**src/rtl/csfnv_pkg.sv**
```systemverilog
`default_nettype none

package csfnv_pkg;

    localparam logic [63:0] FNV_OFFSET = 64'hCBF2_9CE4_8422_2325;
    localparam logic [31:0] F32_QNAN   = 32'h7FC0_0000;
    localparam logic [63:0] F64_QNAN   = 64'h7FF8_0000_0000_0000;
    localparam logic [30:0] F32_INF    = 31'h7F80_0000;
    localparam logic [62:0] F64_INF    = 63'h7FF0_0000_0000_0000;

    localparam int unsigned CFG_DATA_W = 32;
    localparam int unsigned CFG_IDX_W  = 2;
    localparam int unsigned CNT_W      = 4;   // holds up to 8 bytes

    typedef enum logic [2:0] {
        REQ_START    = 3'd0,
        REQ_BODY_ID  = 3'd1,
        REQ_POSITION = 3'd2,
        REQ_ROTATION = 3'd3,
        REQ_LIN_VEL  = 3'd4,
        REQ_ANG_VEL  = 3'd5,
        REQ_TRAILER  = 3'd6,
        REQ_FINISH   = 3'd7
    } t_req;

    typedef enum logic [1:0] {
        CFG_LIN_EPS  = 2'd0,
        CFG_ANG_EPS  = 2'd1,
        CFG_INCL_VEL = 2'd2
    } t_cfg_idx;

    typedef enum logic [1:0] {
        ST_IDLE,
        ST_FOLD,
        ST_FLAG
    } t_state;

    // one command per cycle to the fold unit
    typedef struct packed {
        logic       load_basis;
        logic       xor_flag;
        logic       flag_val;
        logic       step;
        logic [7:0] fold_byte;
    } t_fold_ctl;

    function automatic logic [31:0] canon_f32(input logic [31:0] b);
        logic [31:0] r;
        r = b;
        if (b[30:0] > F32_INF) begin
            r = F32_QNAN;
        end else if (b[30:0] == '0) begin
            r = '0;
        end
        return r;
    endfunction

    function automatic logic [63:0] canon_f64(input logic [63:0] b);
        logic [63:0] r;
        r = b;
        if (b[62:0] > F64_INF) begin
            r = F64_QNAN;
        end else if (b[62:0] == '0) begin
            r = '0;
        end
        return r;
    endfunction

    // dead-band: small magnitudes snap to +0, then canonicalize
    function automatic logic [31:0] quant_vel(input logic [31:0] v, input logic [30:0] eps);
        logic [31:0] r;
        r = v;
        if (v[30:0] <= F32_INF && eps <= F32_INF && v[30:0] < eps) begin
            r = '0;
        end
        return canon_f32(r);
    endfunction

endpackage

`default_nettype wire

```
**src/rtl/csfnv_fold.sv**
```systemverilog
`default_nettype none

// Running hash register with the shared xor/multiply-by-prime step.
module csfnv_fold (
    input  wire logic                  i_clk,
    input  wire logic                  i_rst_n,
    input  wire csfnv_pkg::t_fold_ctl  i_ctl,
    output logic [63:0]                o_hash
);

    logic [63:0] r_hash;
    logic [63:0] n_hash;
    logic [63:0] mix;

    // FNV prime is 2^40 + 0x1B3: shift-add, low 64 bits kept
    assign mix = r_hash ^ {56'd0, i_ctl.fold_byte};

    always_comb begin
        n_hash = r_hash;
        if (i_ctl.load_basis) begin
            n_hash = csfnv_pkg::FNV_OFFSET;
        end else if (i_ctl.xor_flag) begin
            n_hash = r_hash ^ {63'd0, i_ctl.flag_val};
        end else if (i_ctl.step) begin
            n_hash = mix + (mix << 1) + (mix << 4) + (mix << 5)
                   + (mix << 7) + (mix << 8) + (mix << 40);
        end
    end

    always_ff @(posedge i_clk) begin
        if (!i_rst_n) begin
            r_hash <= csfnv_pkg::FNV_OFFSET;
        end else begin
            r_hash <= n_hash;
        end
    end

    assign o_hash = r_hash;

endmodule

`default_nettype wire

```
**src/rtl/csfnv_ctrl.sv**
```systemverilog
`default_nettype none

// Sequencer: decodes a request into a byte queue and feeds the fold unit
// one byte per cycle.
module csfnv_ctrl (
    input  wire logic                  i_clk,
    input  wire logic                  i_rst_n,
    input  wire logic                  i_accept,
    input  wire logic [2:0]            i_req_type,
    input  wire logic [63:0]           i_word,
    input  wire logic [7:0]            i_motion_kind,
    input  wire logic                  i_is_awake,
    input  wire logic [30:0]           i_lin_eps,
    input  wire logic [30:0]           i_ang_eps,
    input  wire logic                  i_incl_vel,
    output logic                       o_busy,
    output csfnv_pkg::t_fold_ctl       o_fold_ctl
);

    csfnv_pkg::t_state r_state, n_state;
    logic [63:0]                  r_data, n_data;
    logic [63:0]                  r_word, n_word;
    logic [csfnv_pkg::CNT_W-1:0]  r_cnt, n_cnt;
    logic                         r_start, n_start;
    logic                         r_rneg, n_rneg;
    logic [1:0]                   r_rpos, n_rpos;

    logic [31:0] lo;
    logic        w_neg;
    logic        neg_sel;

    assign lo    = i_word[31:0];
    // w below zero: sign set, nonzero, not NaN
    assign w_neg = lo[31] && (lo[30:0] != '0) && (lo[30:0] <= csfnv_pkg::F32_INF);
    assign neg_sel = (r_rpos == 2'd0) ? w_neg : r_rneg;

    always_comb begin
        n_state    = r_state;
        n_data     = r_data;
        n_word     = r_word;
        n_cnt      = r_cnt;
        n_start    = r_start;
        n_rneg     = r_rneg;
        n_rpos     = r_rpos;
        o_fold_ctl = '0;

        case (r_state)
            csfnv_pkg::ST_IDLE: begin
                if (i_accept) begin
                    case (csfnv_pkg::t_req'(i_req_type))
                        csfnv_pkg::REQ_START: begin
                            o_fold_ctl.load_basis = 1'b1;
                            n_data  = {csfnv_pkg::canon_f32({1'b0, i_ang_eps}),
                                       csfnv_pkg::canon_f32({1'b0, i_lin_eps})};
                            n_cnt   = 4'd8;
                            n_word  = i_word;
                            n_start = 1'b1;
                            n_rpos  = 2'd0;
                            n_rneg  = 1'b0;
                            n_state = csfnv_pkg::ST_FOLD;
                        end
                        csfnv_pkg::REQ_BODY_ID: begin
                            n_data  = {32'd0, lo};
                            n_cnt   = 4'd4;
                            n_rpos  = 2'd0;
                            n_state = csfnv_pkg::ST_FOLD;
                        end
                        csfnv_pkg::REQ_POSITION: begin
                            n_data  = csfnv_pkg::canon_f64(i_word);
                            n_cnt   = 4'd8;
                            n_state = csfnv_pkg::ST_FOLD;
                        end
                        csfnv_pkg::REQ_ROTATION: begin
                            n_rneg  = neg_sel;
                            n_data  = {32'd0, csfnv_pkg::canon_f32(lo ^ {neg_sel, 31'd0})};
                            n_cnt   = 4'd4;
                            n_rpos  = r_rpos + 2'd1;
                            n_state = csfnv_pkg::ST_FOLD;
                        end
                        csfnv_pkg::REQ_LIN_VEL: begin
                            if (i_incl_vel) begin
                                n_data  = {32'd0, csfnv_pkg::quant_vel(lo, i_lin_eps)};
                                n_cnt   = 4'd4;
                                n_state = csfnv_pkg::ST_FOLD;
                            end
                        end
                        csfnv_pkg::REQ_ANG_VEL: begin
                            if (i_incl_vel) begin
                                n_data  = {32'd0, csfnv_pkg::quant_vel(lo, i_ang_eps)};
                                n_cnt   = 4'd4;
                                n_state = csfnv_pkg::ST_FOLD;
                            end
                        end
                        csfnv_pkg::REQ_TRAILER: begin
                            n_data  = {48'd0, 7'd0, i_is_awake, i_motion_kind};
                            n_cnt   = 4'd2;
                            n_state = csfnv_pkg::ST_FOLD;
                        end
                        default: begin
                            // finish: result taken straight from the hash
                        end
                    endcase
                end
            end
            csfnv_pkg::ST_FOLD: begin
                o_fold_ctl.step      = 1'b1;
                o_fold_ctl.fold_byte = r_data[7:0];
                n_data = r_data >> 8;
                n_cnt  = r_cnt - 4'd1;
                if (r_cnt == 4'd1) begin
                    n_state = r_start ? csfnv_pkg::ST_FLAG : csfnv_pkg::ST_IDLE;
                end
            end
            csfnv_pkg::ST_FLAG: begin
                o_fold_ctl.xor_flag = 1'b1;
                o_fold_ctl.flag_val = i_incl_vel;
                n_data  = r_word;
                n_cnt   = 4'd8;
                n_start = 1'b0;
                n_state = csfnv_pkg::ST_FOLD;
            end
            default: begin
                n_state = csfnv_pkg::ST_IDLE;
            end
        endcase
    end

    always_ff @(posedge i_clk) begin
        if (!i_rst_n) begin
            r_state <= csfnv_pkg::ST_IDLE;
            r_cnt   <= '0;
            r_start <= 1'b0;
            r_rneg  <= 1'b0;
            r_rpos  <= 2'd0;
        end else begin
            r_state <= n_state;
            r_cnt   <= n_cnt;
            r_start <= n_start;
            r_rneg  <= n_rneg;
            r_rpos  <= n_rpos;
        end
    end

    always_ff @(posedge i_clk) begin
        r_data <= n_data;
        r_word <= n_word;
    end

    assign o_busy = (r_state != csfnv_pkg::ST_IDLE);

endmodule

`default_nettype wire

```
**src/rtl/canonical_state_fnv1a64_hasher_unit.sv**
```systemverilog
`default_nettype none

// Canonical rigid-body state hasher, FNV-1a 64 bit.
// Input channel: i_in_valid / o_in_stall with i_req_type, i_word,
//   i_motion_kind, i_is_awake. A request is taken when valid is high and
//   stall is low.
// Output channel: o_out_valid / i_out_stall with o_hash_value; one result
//   per finish request, nothing for the other types.
// Config channel: i_cfg_valid / o_cfg_ready (always ready), i_cfg_index
//   0 linear eps, 1 angular eps, 2 include velocities; index 3 is dropped.
//   Write only while the block is idle.
// Folding: a request is taken, then its bytes go one byte per cycle
//   through the shared xor/multiply-by-prime unit while the input stalls:
//   body id, rotation and velocity 4 bytes, position 8, trailer 2, start
//   8 epsilon bytes, a flag xor, then 8 count bytes. Disabled velocity and
//   finish requests fold nothing. The hash lands in the output register
//   in the cycle after a finish is accepted.
// Stall: the result register holds while i_out_stall is high; other
//   requests keep flowing, only a second finish waits for the slot.
// Reset (sync, active low): hash = offset basis, rotation state cleared,
//   config = 0 / 0 / 1, output empty.
module canonical_state_fnv1a64_hasher_unit (
    input  wire logic                              i_clk,
    input  wire logic                              i_rst_n,
    input  wire logic                              i_in_valid,
    output logic                                   o_in_stall,
    input  wire logic [2:0]                        i_req_type,
    input  wire logic [63:0]                       i_word,
    input  wire logic [7:0]                        i_motion_kind,
    input  wire logic                              i_is_awake,
    output logic                                   o_out_valid,
    input  wire logic                              i_out_stall,
    output logic [63:0]                            o_hash_value,
    input  wire logic                              i_cfg_valid,
    output logic                                   o_cfg_ready,
    input  wire logic [csfnv_pkg::CFG_IDX_W-1:0]   i_cfg_index,
    input  wire logic [csfnv_pkg::CFG_DATA_W-1:0]  i_cfg_data
);

    logic [30:0] r_lin_eps;
    logic [30:0] r_ang_eps;
    logic        r_incl_vel;

    logic        r_out_valid;
    logic [63:0] r_out_hash;

    logic        busy;
    logic        in_acc;
    logic        is_finish;
    logic        fin_acc;
    logic        out_full;
    logic [63:0] hash;
    csfnv_pkg::t_fold_ctl fold_ctl;

    assign o_cfg_ready = 1'b1;

    // a finish needs the result slot free (or draining this cycle)
    assign is_finish  = (i_req_type == csfnv_pkg::REQ_FINISH);
    assign out_full   = r_out_valid && i_out_stall;
    assign o_in_stall = busy || (is_finish && out_full);
    assign in_acc     = i_in_valid && !o_in_stall;
    assign fin_acc    = in_acc && is_finish;

    // config registers
    always_ff @(posedge i_clk) begin
        if (!i_rst_n) begin
            r_lin_eps  <= '0;
            r_ang_eps  <= '0;
            r_incl_vel <= 1'b1;
        end else if (i_cfg_valid && o_cfg_ready) begin
            case (csfnv_pkg::t_cfg_idx'(i_cfg_index))
                csfnv_pkg::CFG_LIN_EPS:  r_lin_eps  <= i_cfg_data[30:0];
                csfnv_pkg::CFG_ANG_EPS:  r_ang_eps  <= i_cfg_data[30:0];
                csfnv_pkg::CFG_INCL_VEL: r_incl_vel <= i_cfg_data[0];
                default: begin
                end
            endcase
        end
    end

    csfnv_ctrl u_ctrl (
        .i_clk         (i_clk),
        .i_rst_n       (i_rst_n),
        .i_accept      (in_acc),
        .i_req_type    (i_req_type),
        .i_word        (i_word),
        .i_motion_kind (i_motion_kind),
        .i_is_awake    (i_is_awake),
        .i_lin_eps     (r_lin_eps),
        .i_ang_eps     (r_ang_eps),
        .i_incl_vel    (r_incl_vel),
        .o_busy        (busy),
        .o_fold_ctl    (fold_ctl)
    );

    csfnv_fold u_fold (
        .i_clk   (i_clk),
        .i_rst_n (i_rst_n),
        .i_ctl   (fold_ctl),
        .o_hash  (hash)
    );

    // result register
    always_ff @(posedge i_clk) begin
        if (!i_rst_n) begin
            r_out_valid <= 1'b0;
        end else if (fin_acc) begin
            r_out_valid <= 1'b1;
        end else if (!i_out_stall) begin
            r_out_valid <= 1'b0;
        end
    end

    always_ff @(posedge i_clk) begin
        if (fin_acc) begin
            r_out_hash <= hash;
        end
    end

    assign o_out_valid  = r_out_valid;
    assign o_hash_value = r_out_hash;

    // finish request shows up as a result next cycle
    a_finish_result: assert property (@(posedge i_clk) disable iff (!i_rst_n)
        fin_acc |=> o_out_valid)
        else $error("finish request produced no result");

    // a body id request keeps the input blocked while its bytes are folded
    a_body_busy: assert property (@(posedge i_clk) disable iff (!i_rst_n)
        (in_acc && i_req_type == csfnv_pkg::REQ_BODY_ID) |=> o_in_stall)
        else $error("input not blocked during fold");

    // hash only moves while the sequencer is folding or on a start
    a_hash_quiet: assert property (@(posedge i_clk) disable iff (!i_rst_n)
        (!busy && !(in_acc && i_req_type == csfnv_pkg::REQ_START)) |=> $stable(hash))
        else $error("hash changed while idle");

    // after reset the block is empty and accepting
    a_reset_state: assert property (@(posedge i_clk)
        !i_rst_n |=> (!o_out_valid && !busy))
        else $error("bad state after reset");

endmodule

`default_nettype wire

```
**config.mk**
```make
export PLATFORM = sky130hd
export DESIGN_NAME = canonical_state_fnv1a64_hasher_unit
export DESIGN_NICKNAME = d
export VERILOG_FILES = /design/src/rtl/csfnv_pkg.sv /design/src/rtl/csfnv_fold.sv /design/src/rtl/csfnv_ctrl.sv /design/src/rtl/canonical_state_fnv1a64_hasher_unit.sv
export SDC_FILE = /design/constraint.sdc
export NUM_CORES = 1
export LEC_CHECK = 0
export BUFFER_PORTS_ARGS = -buffer_cell sky130_fd_sc_hd__buf_2
export CELL_PAD_IN_SITES_DETAIL_PLACEMENT = 2
export CELL_PAD_IN_SITES_GLOBAL_PLACEMENT = 2
export CORE_UTILIZATION = 40
export DETAILED_ROUTE_END_ITERATION = 16
export PLACE_DENSITY = 0.86
export SLEW_MARGIN = 10
export SYNTH_ARGS = -nofsm -noshare
export SYNTH_HDL_FRONTEND = slang
export SYNTH_SLANG_ARGS = --single-unit
```
**constraint.sdc**
```tcl
create_clock -name i_clk -period 7.45 [get_ports i_clk]
set_clock_uncertainty 0.2 [all_clocks]
set_input_delay 0.745 -clock i_clk [delete_from_list [all_inputs] [get_ports i_clk]]
set_output_delay 0.745 -clock i_clk [all_outputs]
set_load 0.005 [all_outputs]
```
==> results.md, run 1 <==
- Clock sink count: 330
- Crit Reg-Reg Endpoint: u_fold.o_hash[63]$_SDFFE_PP1P_
- Setup CP Type: reg2reg
- Hold path depth: 1
- Number of global-route vias before repair: around 23000
- TritonCTS clock tree: done
- Post-synthesis cell area: approximately 0.024 mm^2
- Synth cell types: 80
- Startpoint types: flip-flop
- FILL cells: 6236
- Initial drt markers: between 1000 and 1500
- WP data arrival: roughly 7.4 ns
- Status: finished, final reports clean
- I/O Buffers: 179
- CP top delay family: adder cells
- DP HPWL: roughly 71 mm
- Maxcap violations: 0
- Worst Tran Pin Value: 1.11 ns
- Syn avg cell area: approximately 11 um^2
- P&R area growth vs syn: 13.2%
- Max Slew Vio Count: 0
- Crit end category: flip-flop
- Worst skew pair latency: 0.61 ns
- ANT nets after route: 0
- Placeable Area: roughly 0.06 mm^2
- Critical path's slowest cell: fa_1
- Die height: about 250 um
- Post-synthesis sequential area ratio: 0.350
- Area fraction of the dominant cell type after synthesis: 0.236
- Main synth FF type: edfxtp_1
- Crit. path cell count: 23
- R2R setup slack: 0.29 ns
- I/O pins: about 180
- FF+latch area: about 0.0085 mm^2
- WL/cell: 29.6 um
- Final hold violation count: 0
- Vias: approximately 20000
- Hold Crit Start: i_word[63]
- Worst-path cell chain: inv_1, ha_2, nand2_1, xor2_1, inv_1, buf_4, fa_1, inv_1, fa_1, fa_1, fa_1, inv_1, ha_1, and2_1, and3_1, a221oi_1, o221ai_1, a2111oi_4, nor3_1, a211oi_2, o21ai_0, xnor2_1, o21ai_0
- R2R Path Start: u_ctrl.r_state[1]$_SDFFE_PN0P_
- Most common cell in the netlist: fa_1
- CP max FO: 11
- Post-CTS sizing: 0
- Multi-input gate area: 0.0146 mm^2
- Synth Net Count: about 2800
- Initial Utilization: 0.404
- Top cells by area, synth: edfxtp_1 (24%), fa_1 (20%), dfxtp_1 (11%)
- Mapped Cells: approximately 2300
- Die footprint: 0.0620 mm^2
- Drt first pass iters: 5
- Die W: around 250 um
- Yosys warning count: 0
- First-pass GRT wire length: between 100 and 150 mm
- Setup Fix Bufs, Post-CTS: 0
- RSZ-0062 raised after global routing: false
- Worst Reg-to-Reg Cells: 23
- Nets: around 3000
- Final setup TNS: 0 ns
- Final Critical Period: roughly 7 ns
- Layout cells sized above 1: 0.126
- FP Rows: 90
- Hold/Removal Path Class: in2reg
- Hold endpoint: u_ctrl.r_word[63]$_DFFE_PP_
- Total wire length: slightly below 100 mm
- Clock-pin slew on the worst setup and hold paths: 0.07 ns
- Tot GR Track Use: 0.314
- Async SR Flop Fraction: 0
- Final setup fails: 0
- Post-synth EDFFs: 192
- Synth area leader: edfxtp_1
- FF+latch count, synth: between 300 and 400
- Remaining DRCs: 0
- GP Congestion: a little over 0.9
- Num CTS Buffers: 40
- Root Driver: clkbuf_16
- CTS H-tree depth: 2
- DR vias/cell: ~6.2
- Initial antenna violation count: 5
- Largest net degree at the start of global routing: 77
- Grt ovf: 0
- Clock Tree Buf Depth: 3
- Fin crit share: 0.961
- Critical path buffers and inverters: 5
- Hold-fix buffers at CTS: 0
- Worst EP required: 7.69 ns
- Slew margin rel.: 0.257
- Peak Freq: around 140 MHz
- CP max stage delay: 0.53 ns
- Commonest cells post-synth: fa_1 (240), inv_1 (230), nand2_1 (210)
-- registers in the layout (all words and copies together) (netlist names), 4 cells and up --
register	cells
r_ang_eps	31
r_lin_eps	31
u_fold.o_hash	64
u_ctrl.r_data	64
u_ctrl.r_word	64
o_hash_value	64
u_ctrl.r_cnt	4
-- worst max path at each step --
stage,from,end,slack [ns]
finish,u_ctrl.r_state[1]$_SDFFE_PN0P_,u_fold.o_hash[63]$_SDFFE_PP1P_,0.29
global route,u_ctrl.r_state[1]$_SDFFE_PN0P_,u_fold.o_hash[63]$_SDFFE_PP1P_,0.04
CTS,u_ctrl.r_state[1]$_SDFFE_PN0P_,u_fold.o_hash[63]$_SDFFE_PP1P_,0.02
detailed placement,u_ctrl.r_state[1]$_SDFFE_PN0P_,u_fold.o_hash[63]$_SDFFE_PP1P_,0.09
global placement,u_ctrl.r_state[1]$_SDFFE_PN0P_,u_fold.o_hash[62]$_SDFFE_PP1P_,0.53
floorplan,u_ctrl.r_state[1]$_SDFFE_PN0P_,u_fold.o_hash[59]$_SDFFE_PP1P_,1.22
-- routing by layer --
| metal | global-route usage | vias up | part of all wire |
|---|---|---|---|
| li1 | - | 8573 | - |
| met1 | 0.344 | 10526 | 0.36 |
| met2 | 0.575 | 777 | 0.52 |
| met3 | 0.0468 | 329 | 0.051 |
| met4 | 0.186 | 4 | 0.064 |
| met5 | 0 | - | 0.00026 |
-- layout by cell type (no fill, tap or decap), types with 7 or more instances in the layout --
| master | synthesis | final |
|---|---|---|
| or3_1 | 9 | 9 |
| a21o_1 | 62 | 62 |
| a21oi_1 | 122 | 121 |
| nand2b_1 | 15 | 15 |
| o21bai_1 | 10 | 10 |
| nand2_1 | 210 | 209 |
| a22o_1 | 24 | 24 |
| a221o_1 | 35 | 35 |
| nor2_1 | 98 | 96 |
| nand3_1 | 23 | 23 |
| fa_1 | 240 | 240 |
| clkbuf_1 | 97 | 7 |
| nor3_1 | 25 | 25 |
| a222oi_1 | 10 | 10 |
| inv_1 | 230 | 228 |
| ha_1 | 175 | 174 |
| xnor2_1 | 59 | 59 |
| a21boi_0 | 70 | 70 |
| o31ai_1 | 12 | 12 |
| a221oi_1 | 12 | 12 |
| nand4_1 | 41 | 41 |
| nor4_1 | 34 | 34 |
| clkbuf_16 | 0 | 43 |
| and3_1 | 20 | 20 |
| nor2b_1 | 17 | 17 |
| and2_1 | 10 | 8 |
| a22oi_1 | 79 | 79 |
| xor2_1 | 24 | 23 |
| dfxtp_1 | 138 | 138 |
| a31oi_1 | 11 | 11 |
| buf_4 | 1 | 41 |
| edfxtp_1 | 192 | 192 |
| buf_2 | 1 | 179 |
| o21ai_0 | 102 | 102 |
-- stage by stage --
stage	hold slack, ns	instance area (um^2)	std cells	setup WS [ns]	utilization
floorplan	0.241	24400	2315	1.22	-
global placement	0.251	26200	3209	0.533	0.434
detailed placement	0.287	26200	3209	0.0876	0.434
CTS	0.132	27600	3282	0.0182	0.457
global route	0.147	27600	3283	0.0430	0.458
finish	0.162	27600	3283	0.288	0.458
-- cell families (layout without fill, tap and decap cells) --
logic type	Yosys count	after routing	synth area share
compound gates	618	618	0.177
xor+xnor	83	83	0.0298
fa+ha+maj	415	415	0.287
buf+inv	340	525	0.0531
flops	330	330	0.350
mux	6	6	0.00246
other cells	1	2	0.000154
simple gates	522	522	0.101
-- worst register-to-register path, cell delays in order, from the launching register on --
cell and delay, ns:
dfxtp_1 0.43, inv_1 0.13, ha_2 0.26, nand2_1 0.14, xor2_1 0.45, inv_1 0.15, buf_4 0.21, fa_1 0.49
inv_1 0.06, fa_1 0.52, fa_1 0.52, fa_1 0.53, inv_1 0.06, ha_1 0.44, and2_1 0.26, and3_1 0.21
a221oi_1 0.35, o221ai_1 0.28, a2111oi_4 0.39, nor3_1 0.16, a211oi_2 0.29, o21ai_0 0.14, xnor2_1 0.22, o21ai_0 0.13
-- area by class of cell --
class	instances	share of cell area
Multi-Input combinational cell	1645	0.530
Sequential cell	330	0.309
Timing Repair Buffer	220	0.0436
Clock buffer	55	0.0424
Tap cell	782	0.0354
Inverter	232	0.0315
Clock inverter	18	0.00888
Antenna cell	1	0.0000906
Power of run 1 is left out: the tool's default activity adds up to more than one toggle a clock period on the data nets, which glitch-free logic cannot reach.
==> run 2, diff against run 1 <==
--- a/config.mk
+++ b/config.mk
@@ -8,9 +8,9 @@
 export BUFFER_PORTS_ARGS = -buffer_cell sky130_fd_sc_hd__buf_2
 export CELL_PAD_IN_SITES_DETAIL_PLACEMENT = 2
 export CELL_PAD_IN_SITES_GLOBAL_PLACEMENT = 2
-export CORE_UTILIZATION = 40
+export CORE_UTILIZATION = 37
 export DETAILED_ROUTE_END_ITERATION = 16
-export PLACE_DENSITY = 0.86
+export PLACE_DENSITY = 0.84
 export SLEW_MARGIN = 10
 export SYNTH_ARGS = -nofsm -noshare
 export SYNTH_HDL_FRONTEND = slang
==> constraint.sdc (replaced) <==
create_clock -name i_clk -period 5.74 [get_ports i_clk]
set_clock_uncertainty 0.2 [all_clocks]
set_input_delay 0.574 -clock i_clk [delete_from_list [all_inputs] [get_ports i_clk]]
set_output_delay 0.574 -clock i_clk [all_outputs]
set_load 0.005 [all_outputs]
==> run 2 against run 1 <==
Net effect: the run now ends with setup timing left; sequential share of layout area is 3.5 points lower; worst setup slack worse by 1.2 ns; clock-buffer cell count is 2 lower; maximum frequency is 8.0% higher; final cell count is 11% higher; critical path depth is 7 lower; critical endpoint is now u_fold.o_hash[62]$_SDFFE_PP1P_.
==> results.md, run 2 (same netlist as run 1, synthesis figures left out) <==
- Commonest non-fill, non-tap cell in the layout: buf_4
- WL/cell: around 37 um
- RSZ-0062 raised after global routing: true
- CP top delay family: adder cells
- Layout cells sized above 1: 0.275
- Worst-path cell chain: buf_4, fa_1, fa_1, fa_1, ha_1, ha_1, nand2_1, nor2_1, a221oi_2, o31ai_1, a31oi_4, o41ai_4, o41a_1, mux2i_1, a31oi_1, a211o_1
- ANT nets after route: 0
- Clock-pin slew on the worst setup and hold paths: ~0.07 ns
- Die footprint: roughly 0.067 mm^2
- TritonCTS clock tree: done
- Max Slew Vio Count: 0
- Drt first pass iters: 6
- Num CTS Buffers: between 40 and 50
- Clock Tree Buf Depth: 3
- Maxcap violations: 0
- Most frequent cells in the layout: buf_4 (267), fa_1 (228), inv_1 (206), nand2_1 (198), edfxtp_1 (192)
- Critical path buffers and inverters: 1
- Startpoint types: flip-flop
- Largest net degree at the start of global routing: between 70 and 80
- Remaining DRCs: 0
- Worst setup margin: -0.892 ns
- R2R Path Start: u_fold.o_hash[14]$_SDFFE_PP0P_
- Placeable Area: approximately 0.065 mm^2
- Final Critical Period: approximately 6.6 ns
- Cell mode on critical path: fa_1
- Hold endpoint: u_ctrl.r_word[50]$_DFFE_PP_
- FILL cells: between 6000 and 7000
- Final setup fails: between 40 and 50
- DP HPWL: around 80 mm
- Hold Crit Start: i_word[50]
- Nets: between 3000 and 4000
- Critical path's slowest cell: fa_1
- Dpl ws: -0.780 ns
- Worst Tran Pin Value: between 1 and 1.5 ns
- Final hold violation count: 0
- Peak Freq: 151 MHz
- Grt ovf: 0
- Die height: 259 um
- Hold_ws: 0.00102 ns
- WP data arrival: 6.92 ns
- Crit end category: flip-flop
- Number of global-route vias before repair: approximately 26000
- CP max stage delay: about 0.67 ns
- Fin crit share: 1.16
- Total wire length: 135 mm
- Worst skew pair latency: ~0.64 ns
- DR vias/cell: between 6 and 7
- Setup CP Type: reg2reg
- Status: finished with violations
- Initial antenna violation count: 9
- CP max FO: 5
- Hold/Removal Path Class: in2reg
- Tot GR Track Use: 0.369
- Failing checks: setup timing
- Root Driver: clkbuf_16
- Slew margin rel.: 0.0473
- Final setup TNS: -16.82 ns
- Crit Reg-Reg Endpoint: u_fold.o_hash[62]$_SDFFE_PP1P_
- Hold path depth: 1
- Post-Route Utilization: 0.481
- Die W: 259 um
- CTS H-tree depth: 2
- Vias: approximately 24000
- I/O Buffers: ~180
- FP Rows: between 90 and 100
- I/O pins: about 180
- Worst Reg-to-Reg Cells: 16
- Crit path from: u_fold.o_hash[14]$_SDFFE_PP0P_
- First-pass GRT wire length: between 150 and 200 mm
- Initial drt markers: around 2400
- Worst EP required: 6.03 ns
- Clock sink count: 330
- R2R setup slack: -0.89 ns
- Initial Utilization: 0.376
- GP Congestion: approximately 0.97
- P&R area growth vs syn: 27.9%
run 2: cell types whose count changed in the layout (fill, tap and decap cells not counted), sizes merged:
| cell | delta |
|---|---|
| buf | +261 |
| clkinv | +9 |
| dlygate4sd3 | +6 |
| diode | +5 |
| bufinv | -3 |
| clkbuf | -2 |
| inv | -2 |
| clkinvlp | +1 |
run 2: worst max-delay path by stage:
stage | endpoint | slack [ns] | cells past startpoint
after floorplan | u_fold.o_hash[54]$_SDFFE_PP1P_ | -0.02 | 24
after global placement | u_fold.o_hash[62]$_SDFFE_PP1P_ | -0.42 | 23
after detailed placement | u_fold.o_hash[62]$_SDFFE_PP1P_ | -0.78 | 24
after CTS | u_fold.o_hash[63]$_SDFFE_PP1P_ | -0.17 | 26
after global routing | u_fold.o_hash[62]$_SDFFE_PP1P_ | -0.80 | 16
final | u_fold.o_hash[62]$_SDFFE_PP1P_ | -0.89 | 16
run 2: worst reg2reg max path, stage by stage, from the launching register on:
cell and delay [ns]:
dfxtp_1 0.54, buf_4 0.28, fa_1 0.49, fa_1 0.67
fa_1 0.61, ha_1 0.34, ha_1 0.49, nand2_1 0.23
nor2_1 0.23, a221oi_2 0.13, o31ai_1 0.63, a31oi_4 0.11
o41ai_4 0.63, o41a_1 0.32, mux2i_1 0.22, a31oi_1 0.11
a211o_1 0.28
run 2: area by class of cell:
cell class / instances / area, um^2 / area share
multi-input combinational: 1645 / 16000 / 0.512
antenna: 6 / 15.0 / 0.000481
clock inverter: 23 / 206 / 0.00662
tap: 855 / 1070 / 0.0343
timing repair buffer: 487 / 3420 / 0.110
clock buffer: 53 / 1090 / 0.0350
inverter: 232 / 885 / 0.0284
sequential: 330 / 8530 / 0.274
run 2: routing by layer:
layer  vias to the layer above  track usage  wire length, um  share of wire
met5                         -            0               38        0.00028
met4                         6        0.275            13700           0.10
met2                      1660        0.641            64600           0.48
met3                       835       0.0698            11500          0.085
li1                       9130            -                -              -
met1                     12127        0.399            45500           0.34
run 2: what timing repair did:
item	CTS	global route
resized for setup	179	98
hold endpoints to repair	6	0
setup buffers	39	22
endpoints found under the setup margin	39	40
hold buffers	6	0
pin swaps	98	59
run 2: stage by stage:
step,cell area [um^2],instances
CTS,30600,3605
global route,31200,3628
global placement,28000,3485
finish,31200,3631
floorplan,24600,2315
detailed placement,28000,3485
Power of run 2 is left out for the same reason.
